`src/hdl/pitt_pkg.sv`:
```
// Package for the periodic interval timer table.
// Holds the word types, action codes and fixed widths; no dependencies.
package pitt_pkg;

    localparam int DATA_W       = 32;
    localparam int IDX_OUT_W    = 4;
    localparam int RESULT_LIMIT = 16;
    localparam int NFOUND_W     = $clog2(RESULT_LIMIT + 1);

    localparam logic [1:0] ACT_TICK  = 2'd0;
    localparam logic [1:0] ACT_SET   = 2'd1;
    localparam logic [1:0] ACT_CLEAR = 2'd2;

    typedef struct packed {
        logic [1:0]        action;
        logic [DATA_W-1:0] period_ticks;
        logic [7:0]        entry_select;
    } t_in_word;

    typedef struct packed {
        logic [IDX_OUT_W-1:0] entry_index;
        logic                 fired;
        logic                 success;
        logic                 last_result;
    } t_out_word;

    typedef enum logic [2:0] {
        ST_IDLE,
        ST_SET_SCAN,
        ST_TICK_SCAN,
        ST_TICK_READ,
        ST_TICK_DIV,
        ST_TICK_FOUND,
        ST_TICK_FINISH,
        ST_REPLY
    } t_state;

endpackage

```
`src/hdl/pitt_div.sv`:
```
// Bit-serial restoring remainder unit, one quotient bit per cycle.
// Depends on pitt_pkg for the data width.
module pitt_div (
    input  logic                        i_clk,
    input  logic                        i_rst_n,
    input  logic                        i_start,
    input  logic [pitt_pkg::DATA_W-1:0] i_dividend,
    input  logic [pitt_pkg::DATA_W-1:0] i_divisor,
    output logic                        o_done,
    output logic                        o_rem_zero
);
    import pitt_pkg::*;

    localparam int STEP_W = $clog2(DATA_W);

    logic              r_busy;
    logic              r_done;
    logic [STEP_W-1:0] r_step;
    logic [DATA_W-1:0] r_rem;
    logic [DATA_W-1:0] r_dvd;
    logic [DATA_W-1:0] r_dvs;

    logic [DATA_W:0]   shifted;
    logic [DATA_W+1:0] diff;
    logic [DATA_W-1:0] n_rem;

    // Shift in the next dividend bit and subtract the divisor if it fits.
    always_comb begin
        shifted = {r_rem, r_dvd[DATA_W-1]};
        diff    = {1'b0, shifted} - {2'b00, r_dvs};
        n_rem   = diff[DATA_W+1] ? shifted[DATA_W-1:0] : diff[DATA_W-1:0];
    end

    always_ff @(posedge i_clk) begin
        if (!i_rst_n) begin
            r_busy <= 1'b0;
            r_done <= 1'b0;
            r_step <= '0;
        end else begin
            // Done pulses for one cycle after the last remainder step.
            r_done <= r_busy && !i_start && (r_step == STEP_W'(DATA_W - 1));
            if (i_start) begin
                r_busy <= 1'b1;
                r_step <= '0;
            end else if (r_busy) begin
                r_step <= r_step + 1'b1;
                if (r_step == STEP_W'(DATA_W - 1)) begin
                    r_busy <= 1'b0;
                end
            end
        end
    end

    always_ff @(posedge i_clk) begin
        if (i_start) begin
            r_rem <= '0;
            r_dvd <= i_dividend;
            r_dvs <= i_divisor;
        end else if (r_busy) begin
            r_rem <= n_rem;
            r_dvd <= {r_dvd[DATA_W-2:0], 1'b0};
        end
    end

    assign o_done     = r_done;
    assign o_rem_zero = (r_rem == '0);

endmodule

```
`src/hdl/periodic_interval_timer_table_unit.sv`:
```
// Top level of the periodic interval timer table: sequencer, entry memories and output register.
// Depends on pitt_pkg and on pitt_div for the serial remainder.
//
//  Channel  | Handshake                  | Word
//  ---------+----------------------------+------------------------------
//  Input    | i_in_valid / o_in_ready    | i_in_word  (pitt_pkg::t_in_word)
//  Output   | o_out_valid / i_out_ready  | o_out_word (pitt_pkg::t_out_word)
//
// A tick walks the entries one at a time; each live entry waits for the memory read and
// then for the 32-step serial remainder unit. A set scans the free bits one entry per cycle,
// and a clear goes straight from the idle state to the reply state.
// Reset is synchronous and active low; it clears the tick count and all live bits at once,
// so no clearing pass is needed. A stalled output only holds the sequencer when a new word
// must be loaded while the output register is still full.
module periodic_interval_timer_table_unit #(
    parameter int NUM_ENTRIES = 16
) (
    input  logic                 i_clk,
    input  logic                 i_rst_n,
    input  logic                 i_in_valid,
    output logic                 o_in_ready,
    input  pitt_pkg::t_in_word   i_in_word,
    output logic                 o_out_valid,
    input  logic                 i_out_ready,
    output pitt_pkg::t_out_word  o_out_word
);
    import pitt_pkg::*;

    // Index width for the memories and a scan counter that can also hold NUM_ENTRIES.
    localparam int IDX_W = (NUM_ENTRIES > 1) ? $clog2(NUM_ENTRIES) : 1;
    localparam int CNT_W = $clog2(NUM_ENTRIES + 1);

    t_state r_state, n_state;

    logic [DATA_W-1:0]      r_tick, n_tick;
    logic [NUM_ENTRIES-1:0] r_live, n_live;
    logic [CNT_W-1:0]       r_scan, n_scan;
    logic [NFOUND_W-1:0]    r_nfound, n_nfound;
    logic                   r_pend, n_pend;
    logic [IDX_W-1:0]       r_pend_idx, n_pend_idx;
    logic [DATA_W-1:0]      r_set_period, n_set_period;
    t_out_word              r_reply, n_reply;
    logic                   r_out_valid, n_out_valid;
    t_out_word              r_out_word, n_out_word;

    // Entry memories: one write and one registered read per cycle, same address.
    logic [DATA_W-1:0] r_period_mem [NUM_ENTRIES];
    logic [DATA_W-1:0] r_start_mem  [NUM_ENTRIES];
    logic [DATA_W-1:0] r_rd_period;
    logic [DATA_W-1:0] r_rd_start;
    logic              mem_we;

    logic              in_acc;
    logic              can_load;
    logic              scan_end;
    logic [IDX_W-1:0]  scan_idx;
    logic              scan_live;
    logic [IDX_W-1:0]  sel_idx;
    logic              sel_in_range;
    logic              clr_ok;
    logic [8:0]        scan_idx9;
    logic [8:0]        pend_idx9;
    logic              div_start;
    logic              div_done;
    logic              div_rem_zero;
    logic [DATA_W-1:0] elapsed;

    assign o_in_ready   = (r_state == ST_IDLE);
    assign in_acc       = i_in_valid && o_in_ready;
    assign can_load     = !r_out_valid || i_out_ready;
    assign scan_end     = (r_scan == CNT_W'(NUM_ENTRIES));
    assign scan_idx     = r_scan[IDX_W-1:0];
    assign scan_live    = r_live[scan_idx];
    assign sel_idx      = i_in_word.entry_select[IDX_W-1:0];
    assign sel_in_range = ({1'b0, i_in_word.entry_select} < 9'(NUM_ENTRIES));
    assign clr_ok       = sel_in_range && r_live[sel_idx];
    assign scan_idx9    = 9'(r_scan);
    assign pend_idx9    = 9'(r_pend_idx);
    assign elapsed      = r_tick - r_rd_start;

    pitt_div u_div (
        .i_clk      (i_clk),
        .i_rst_n    (i_rst_n),
        .i_start    (div_start),
        .i_dividend (elapsed),
        .i_divisor  (r_rd_period),
        .o_done     (div_done),
        .o_rem_zero (div_rem_zero)
    );

    // Next-state logic of the sequencer.
    always_comb begin
        n_state = r_state;
        unique case (r_state)
            ST_IDLE: begin
                if (in_acc) begin
                    unique case (i_in_word.action)
                        ACT_TICK:  n_state = ST_TICK_SCAN;
                        ACT_SET:   n_state = ST_SET_SCAN;
                        ACT_CLEAR: n_state = ST_REPLY;
                        default:   n_state = ST_IDLE;
                    endcase
                end
            end
            ST_SET_SCAN: begin
                if (scan_end || !scan_live) begin
                    n_state = ST_REPLY;
                end
            end
            ST_TICK_SCAN: begin
                if (scan_end) begin
                    n_state = ST_TICK_FINISH;
                end else if (scan_live) begin
                    n_state = ST_TICK_READ;
                end
            end
            ST_TICK_READ: n_state = ST_TICK_DIV;
            ST_TICK_DIV: begin
                if (div_done) begin
                    n_state = div_rem_zero ? ST_TICK_FOUND : ST_TICK_SCAN;
                end
            end
            ST_TICK_FOUND: begin
                if (!r_pend || can_load) begin
                    if (r_nfound == NFOUND_W'(RESULT_LIMIT - 1)) begin
                        n_state = ST_TICK_FINISH;
                    end else begin
                        n_state = ST_TICK_SCAN;
                    end
                end
            end
            ST_TICK_FINISH: begin
                if (!r_pend || can_load) begin
                    n_state = ST_IDLE;
                end
            end
            ST_REPLY: begin
                if (can_load) begin
                    n_state = ST_IDLE;
                end
            end
            default: n_state = ST_IDLE;
        endcase
    end

    // Datapath control and output register loading for each state.
    always_comb begin
        n_tick       = r_tick;
        n_live       = r_live;
        n_scan       = r_scan;
        n_nfound     = r_nfound;
        n_pend       = r_pend;
        n_pend_idx   = r_pend_idx;
        n_set_period = r_set_period;
        n_reply      = r_reply;
        n_out_valid  = r_out_valid && !i_out_ready;
        n_out_word   = r_out_word;
        mem_we       = 1'b0;
        div_start    = 1'b0;

        unique case (r_state)
            ST_IDLE: begin
                if (in_acc) begin
                    n_scan       = '0;
                    n_nfound     = '0;
                    n_pend       = 1'b0;
                    n_set_period = i_in_word.period_ticks;
                    unique case (i_in_word.action)
                        ACT_TICK: n_tick = r_tick + 1'b1;
                        ACT_CLEAR: begin
                            if (clr_ok) begin
                                n_live[sel_idx] = 1'b0;
                            end
                            n_reply = '{entry_index: '0, fired: 1'b0,
                                        success: clr_ok, last_result: 1'b1};
                        end
                        default: ;
                    endcase
                end
            end
            ST_SET_SCAN: begin
                if (scan_end) begin
                    n_reply = '{entry_index: '0, fired: 1'b0,
                                success: 1'b0, last_result: 1'b1};
                end else if (!scan_live) begin
                    // A zero period is reported as claimed but leaves the entry free.
                    mem_we           = 1'b1;
                    n_live[scan_idx] = (r_set_period != '0);
                    n_reply = '{entry_index: scan_idx9[IDX_OUT_W-1:0], fired: 1'b0,
                                success: 1'b1, last_result: 1'b1};
                end else begin
                    n_scan = r_scan + 1'b1;
                end
            end
            ST_TICK_SCAN: begin
                if (!scan_end && !scan_live) begin
                    n_scan = r_scan + 1'b1;
                end
            end
            ST_TICK_READ: div_start = 1'b1;
            ST_TICK_DIV: begin
                if (div_done && !div_rem_zero) begin
                    n_scan = r_scan + 1'b1;
                end
            end
            ST_TICK_FOUND: begin
                // The earlier hit goes out now; the new one waits until we know
                // whether anything fires after it.
                if (!r_pend || can_load) begin
                    if (r_pend) begin
                        n_out_valid = 1'b1;
                        n_out_word  = '{entry_index: pend_idx9[IDX_OUT_W-1:0], fired: 1'b1,
                                        success: 1'b0, last_result: 1'b0};
                    end
                    n_pend     = 1'b1;
                    n_pend_idx = scan_idx;
                    n_nfound   = r_nfound + 1'b1;
                    n_scan     = r_scan + 1'b1;
                end
            end
            ST_TICK_FINISH: begin
                if (r_pend && can_load) begin
                    n_out_valid = 1'b1;
                    n_out_word  = '{entry_index: pend_idx9[IDX_OUT_W-1:0], fired: 1'b1,
                                    success: 1'b0, last_result: 1'b1};
                    n_pend      = 1'b0;
                end
            end
            ST_REPLY: begin
                if (can_load) begin
                    n_out_valid = 1'b1;
                    n_out_word  = r_reply;
                end
            end
            default: ;
        endcase
    end

    always_ff @(posedge i_clk) begin
        if (!i_rst_n) begin
            r_state     <= ST_IDLE;
            r_tick      <= '0;
            r_live      <= '0;
            r_scan      <= '0;
            r_nfound    <= '0;
            r_pend      <= 1'b0;
            r_out_valid <= 1'b0;
        end else begin
            r_state     <= n_state;
            r_tick      <= n_tick;
            r_live      <= n_live;
            r_scan      <= n_scan;
            r_nfound    <= n_nfound;
            r_pend      <= n_pend;
            r_out_valid <= n_out_valid;
        end
    end

    always_ff @(posedge i_clk) begin
        r_pend_idx   <= n_pend_idx;
        r_set_period <= n_set_period;
        r_reply      <= n_reply;
        r_out_word   <= n_out_word;
    end

    always_ff @(posedge i_clk) begin
        if (mem_we) begin
            r_period_mem[scan_idx] <= r_set_period;
            r_start_mem[scan_idx]  <= r_tick;
        end
        r_rd_period <= r_period_mem[scan_idx];
        r_rd_start  <= r_start_mem[scan_idx];
    end

    assign o_out_valid = r_out_valid;
    assign o_out_word  = r_out_word;

endmodule

```
`config.mk`:
```
export PLATFORM = sky130hd
export DESIGN_NAME = periodic_interval_timer_table_unit
export DESIGN_NICKNAME = d
export VERILOG_FILES = /design/src/hdl/pitt_pkg.sv /design/src/hdl/pitt_div.sv /design/src/hdl/periodic_interval_timer_table_unit.sv
export SDC_FILE = /design/constraint.sdc
export NUM_CORES = 2
export LEC_CHECK = 0
export CAP_MARGIN = 20
export CORE_MARGIN = 2
export CORE_UTILIZATION = 50
export DETAILED_ROUTE_END_ITERATION = 10
export DONT_BUFFER_PORTS = 1
export PLACE_DENSITY_LB_ADDON = 0.12
export SKIP_CTS_REPAIR_TIMING = 1
export SLEW_MARGIN = 20
export SYNTH_ARGS = -nofsm -noshare
export SYNTH_HDL_FRONTEND = slang
export SYNTH_SLANG_ARGS = --single-unit
```
`constraint.sdc`:
```
create_clock -name i_clk -period 6.24 [get_ports i_clk]
set_clock_uncertainty 0.05 [all_clocks]
set_input_delay 0.312 -clock i_clk [delete_from_list [all_inputs] [get_ports i_clk]]
set_output_delay 0.312 -clock i_clk [all_outputs]
set_load 0.05 [all_outputs]
```
==> flow_summary.ini <==
[synth]
syn-instance-count = 2889
synth-compound-area-share_pct = 4.24
synthFlopType = edfxtp_1
async_reset_ff_share_pct = 0
syn-num-nets = 3011
synth.largest_area_cell = edfxtp_1
synth_mux_area_share_pct = 14.7
synth-xor-area-share_pct = 1.34
synth_adder_area_share_pct = 1.86
synth_top_area_share_pct = 65.2
synth_edf_count = 1136
syn_avg_cell_area_sq_um = 18.1
yosysWarningCount = 0
yosys.area_share.simple_pct = 4.62
yosysUniqueCellTypes = 71
netlist_area_sq_mm = 0.0524
synth-seq-cells = 1302
yosysSeqAreaShare_pct = 71.5
synth_area_leaders = edfxtp_1 65%, mux4_2 14%, dfxtp_1 6.3%
synth_top_family_by_area = multiplexers

[detailed_routing]
drt_pass1_iterations = 6
drt_iter0_drc = 2751
drt-total-wl_mm = 120
vias = 27000
final_antenna_net_count = 0
drc_errors = 0
via_per_inst = 6.01
wl_per_cell_microns = 26.8

[run]
max-cap-violations = 0

[sta]
tns_ps = 0
worstMarginPinSlew_ps = 1120
min_period_over_period_pct = 69.8
fmax_mhz = 230
hold_viol_final = 3
slew_headroom_pct = 25.1
layout_min_cycle_time_ps = 4350
finalMaxSlewViolations = 0
whs_ps = -28.8
rsz0062_at_grt = no
setup-violations-final = 0

[final_layout]
nFillCells = 7850
n_antenna_cell = 0
layout.nets = 3107
top_regs = r_period_mem x512, r_start_mem x512
mostFrequentLayoutCell = edfxtp_1
final_cell_mix = 1136 x edfxtp_1, 330 x mux4_2, 161 x dfxtp_1
syn2layout_area_growth_pct = 13.2
drive_above_1_share_pct = 20.1

[power_and_ir_drop]
ir_drop_uv = 306
p_leak_nw = 19.5
powerDensity_mw_per_mm2 = 403
power_frac_seq_pct = 46.0
pwr-share-clk_pct = 34.3
finalPower_mw = 23.8
power_frac_comb_pct = 19.7
p_sw_mw = 6.56
sw_frac_of_total_pct = 27.5
p_int_mw = 17.3

[floorplan]
die_h_microns = 328
core_sq_mm = 0.104
start_util_pct = 50.5
fp-row-count = 118
die_area_sq_mm = 0.107
die_w_microns = 328
pin_count = 55

[outcome]
outcome = complete, but fails checks
violations = negative hold slack

[grt]
gr-total-overflow = 0
antenna_found_initial = 4
track_usage_pct = 22.8
grt_pass1_wl_mm = 180
grt_start_max_net_pins = 114
grt_pass1_vias = 27600

[critical_path]
crit_required_ps = 6570
arrival_ps = 4690
crit_path_max_fanout = 32
critPathKind = reg -> reg
worstSetupStartpointType = flop
cp-end-kind = flop

[cts]
root_buffer = clkbuf_16
clkSinkCount = 1302
clkTransAtPathRegs_ps = 60
htree_num_levels = 4
cts_buffers = 138
tritoncts = built
clk_path_buf_depth = 3
clock_latency_ps = 760

[worst_hold_path]
min_path_type = in -> reg

[placed_design]
portBuffers = 0
gp_congestion = 0.842
hpwl_mm = 65.6
==> stage by stage <==
step                area, sq um  hold WS, ps  instances  utilization [%]  setup slack [ps]
floorplan                 52400          336       2889                -              -214
global placement          54200          337       4179             52.3              1850
detailed placement        54200          339       4179             52.3              1810
CTS                       58800         -449       4436             56.7              1780
global route              59200        0.318       4482             57.2              1600
finish                    59200        -28.8       4482             57.2              1890
==> logic make-up (layout without fill, tap and decap cells) <==
group / count (synthesis) / in the layout
flip-flops: 1302 / 1302
AND/OR/NAND/NOR: 484 / 484
AO/OA/AOI/OAI: 357 / 357
XOR/XNOR: 80 / 80
multiplexers: 358 / 358
adder cells (fa/ha/maj): 77 / 77
buffers and inverters: 231 / 444
==> final cells by class <==
| cell class | instances | area (sq um) | share of cell area (%) |
|---|---|---|---|
| sequential | 1302 | 37500 | 63.2 |
| timing repair buffer | 94 | 1010 | 1.70 |
| multi-input combinational | 1356 | 14200 | 23.9 |
| inverter | 93 | 349 | 0.589 |
| clock inverter | 73 | 811 | 1.37 |
| clock buffer | 184 | 3740 | 6.31 |
| tap | 1380 | 1730 | 2.91 |
==> worst max-delay path, stage by stage, from the launching register on <==
cell,delay (ps)
dfxtp_4,750
mux4_2,590
mux4_2,550
or3_1,340
buf_4,290
nor2_4,770
buf_4,600
==> power groups by stage <==
stage                     logic, mW  registers, mW  clock network, mW
after floorplan                3.66           10.8                  0
after global placement         4.61           11.1                  0
after detailed placement       4.67           11.1                  0
after CTS                      4.70           11.0               8.36
after global routing           5.15           11.1               8.69
final                          4.69           11.0               8.19
==> metal layers <==
| layer | track usage [%] | share of wire, % | vias up |
|---|---|---|---|
| met3 | 3.89 | 5.7 | 167 |
| met2 | 36.1 | 48 | 878 |
| li1 | - | - | 11800 |
| met1 | 33.2 | 44 | 14200 |
| met4 | 5.90 | 2.0 | 2 |
| met5 | 0 | 0.011 | - |
==> cell usage after synthesis (all sizes together) (7+ instances only) <==
| cell | instances |
|---|---|
| and2 | 29 |
| nand2b | 21 |
| o21bai | 10 |
| clkbuf | 100 |
| dfxtp | 166 |
| a21boi | 18 |
| mux4 | 330 |
| nor3 | 27 |
| inv | 93 |
| a21o | 24 |
| and3 | 15 |
| nand4 | 23 |
| o211ai | 7 |
| xor2 | 33 |
| mux2i | 24 |
| xnor2 | 47 |
| or3 | 11 |
| nor4 | 28 |
| edfxtp | 1136 |
| o21ai | 116 |
| nand2 | 122 |
| ha | 74 |
| a21oi | 104 |
| buf | 38 |
| nor2 | 120 |
| a31oi | 8 |
| o21a | 8 |
| nor2b | 29 |
| a32oi | 12 |
| nand3 | 33 |
==> path summary, 6_finish.rpt <==
kind	start	to	slack, ps	cells after the start
hold / removal	i_in_word[2]	r_live[1]$_SDFFE_PN0P_	-30	4
setup reg to reg	r_scan[0]$_SDFFE_PN0P_	r_period_mem[0][22]$_DFFE_PP_	1890	6
setup / recovery	r_scan[0]$_SDFFE_PN0P_	r_period_mem[0][22]$_DFFE_PP_	1890	6
hold reg to reg	r_rd_period[6]$_DFF_P_	u_div.r_dvs[6]$_DFFE_PP_	350	0
Power figures use the tool's default switching activity.
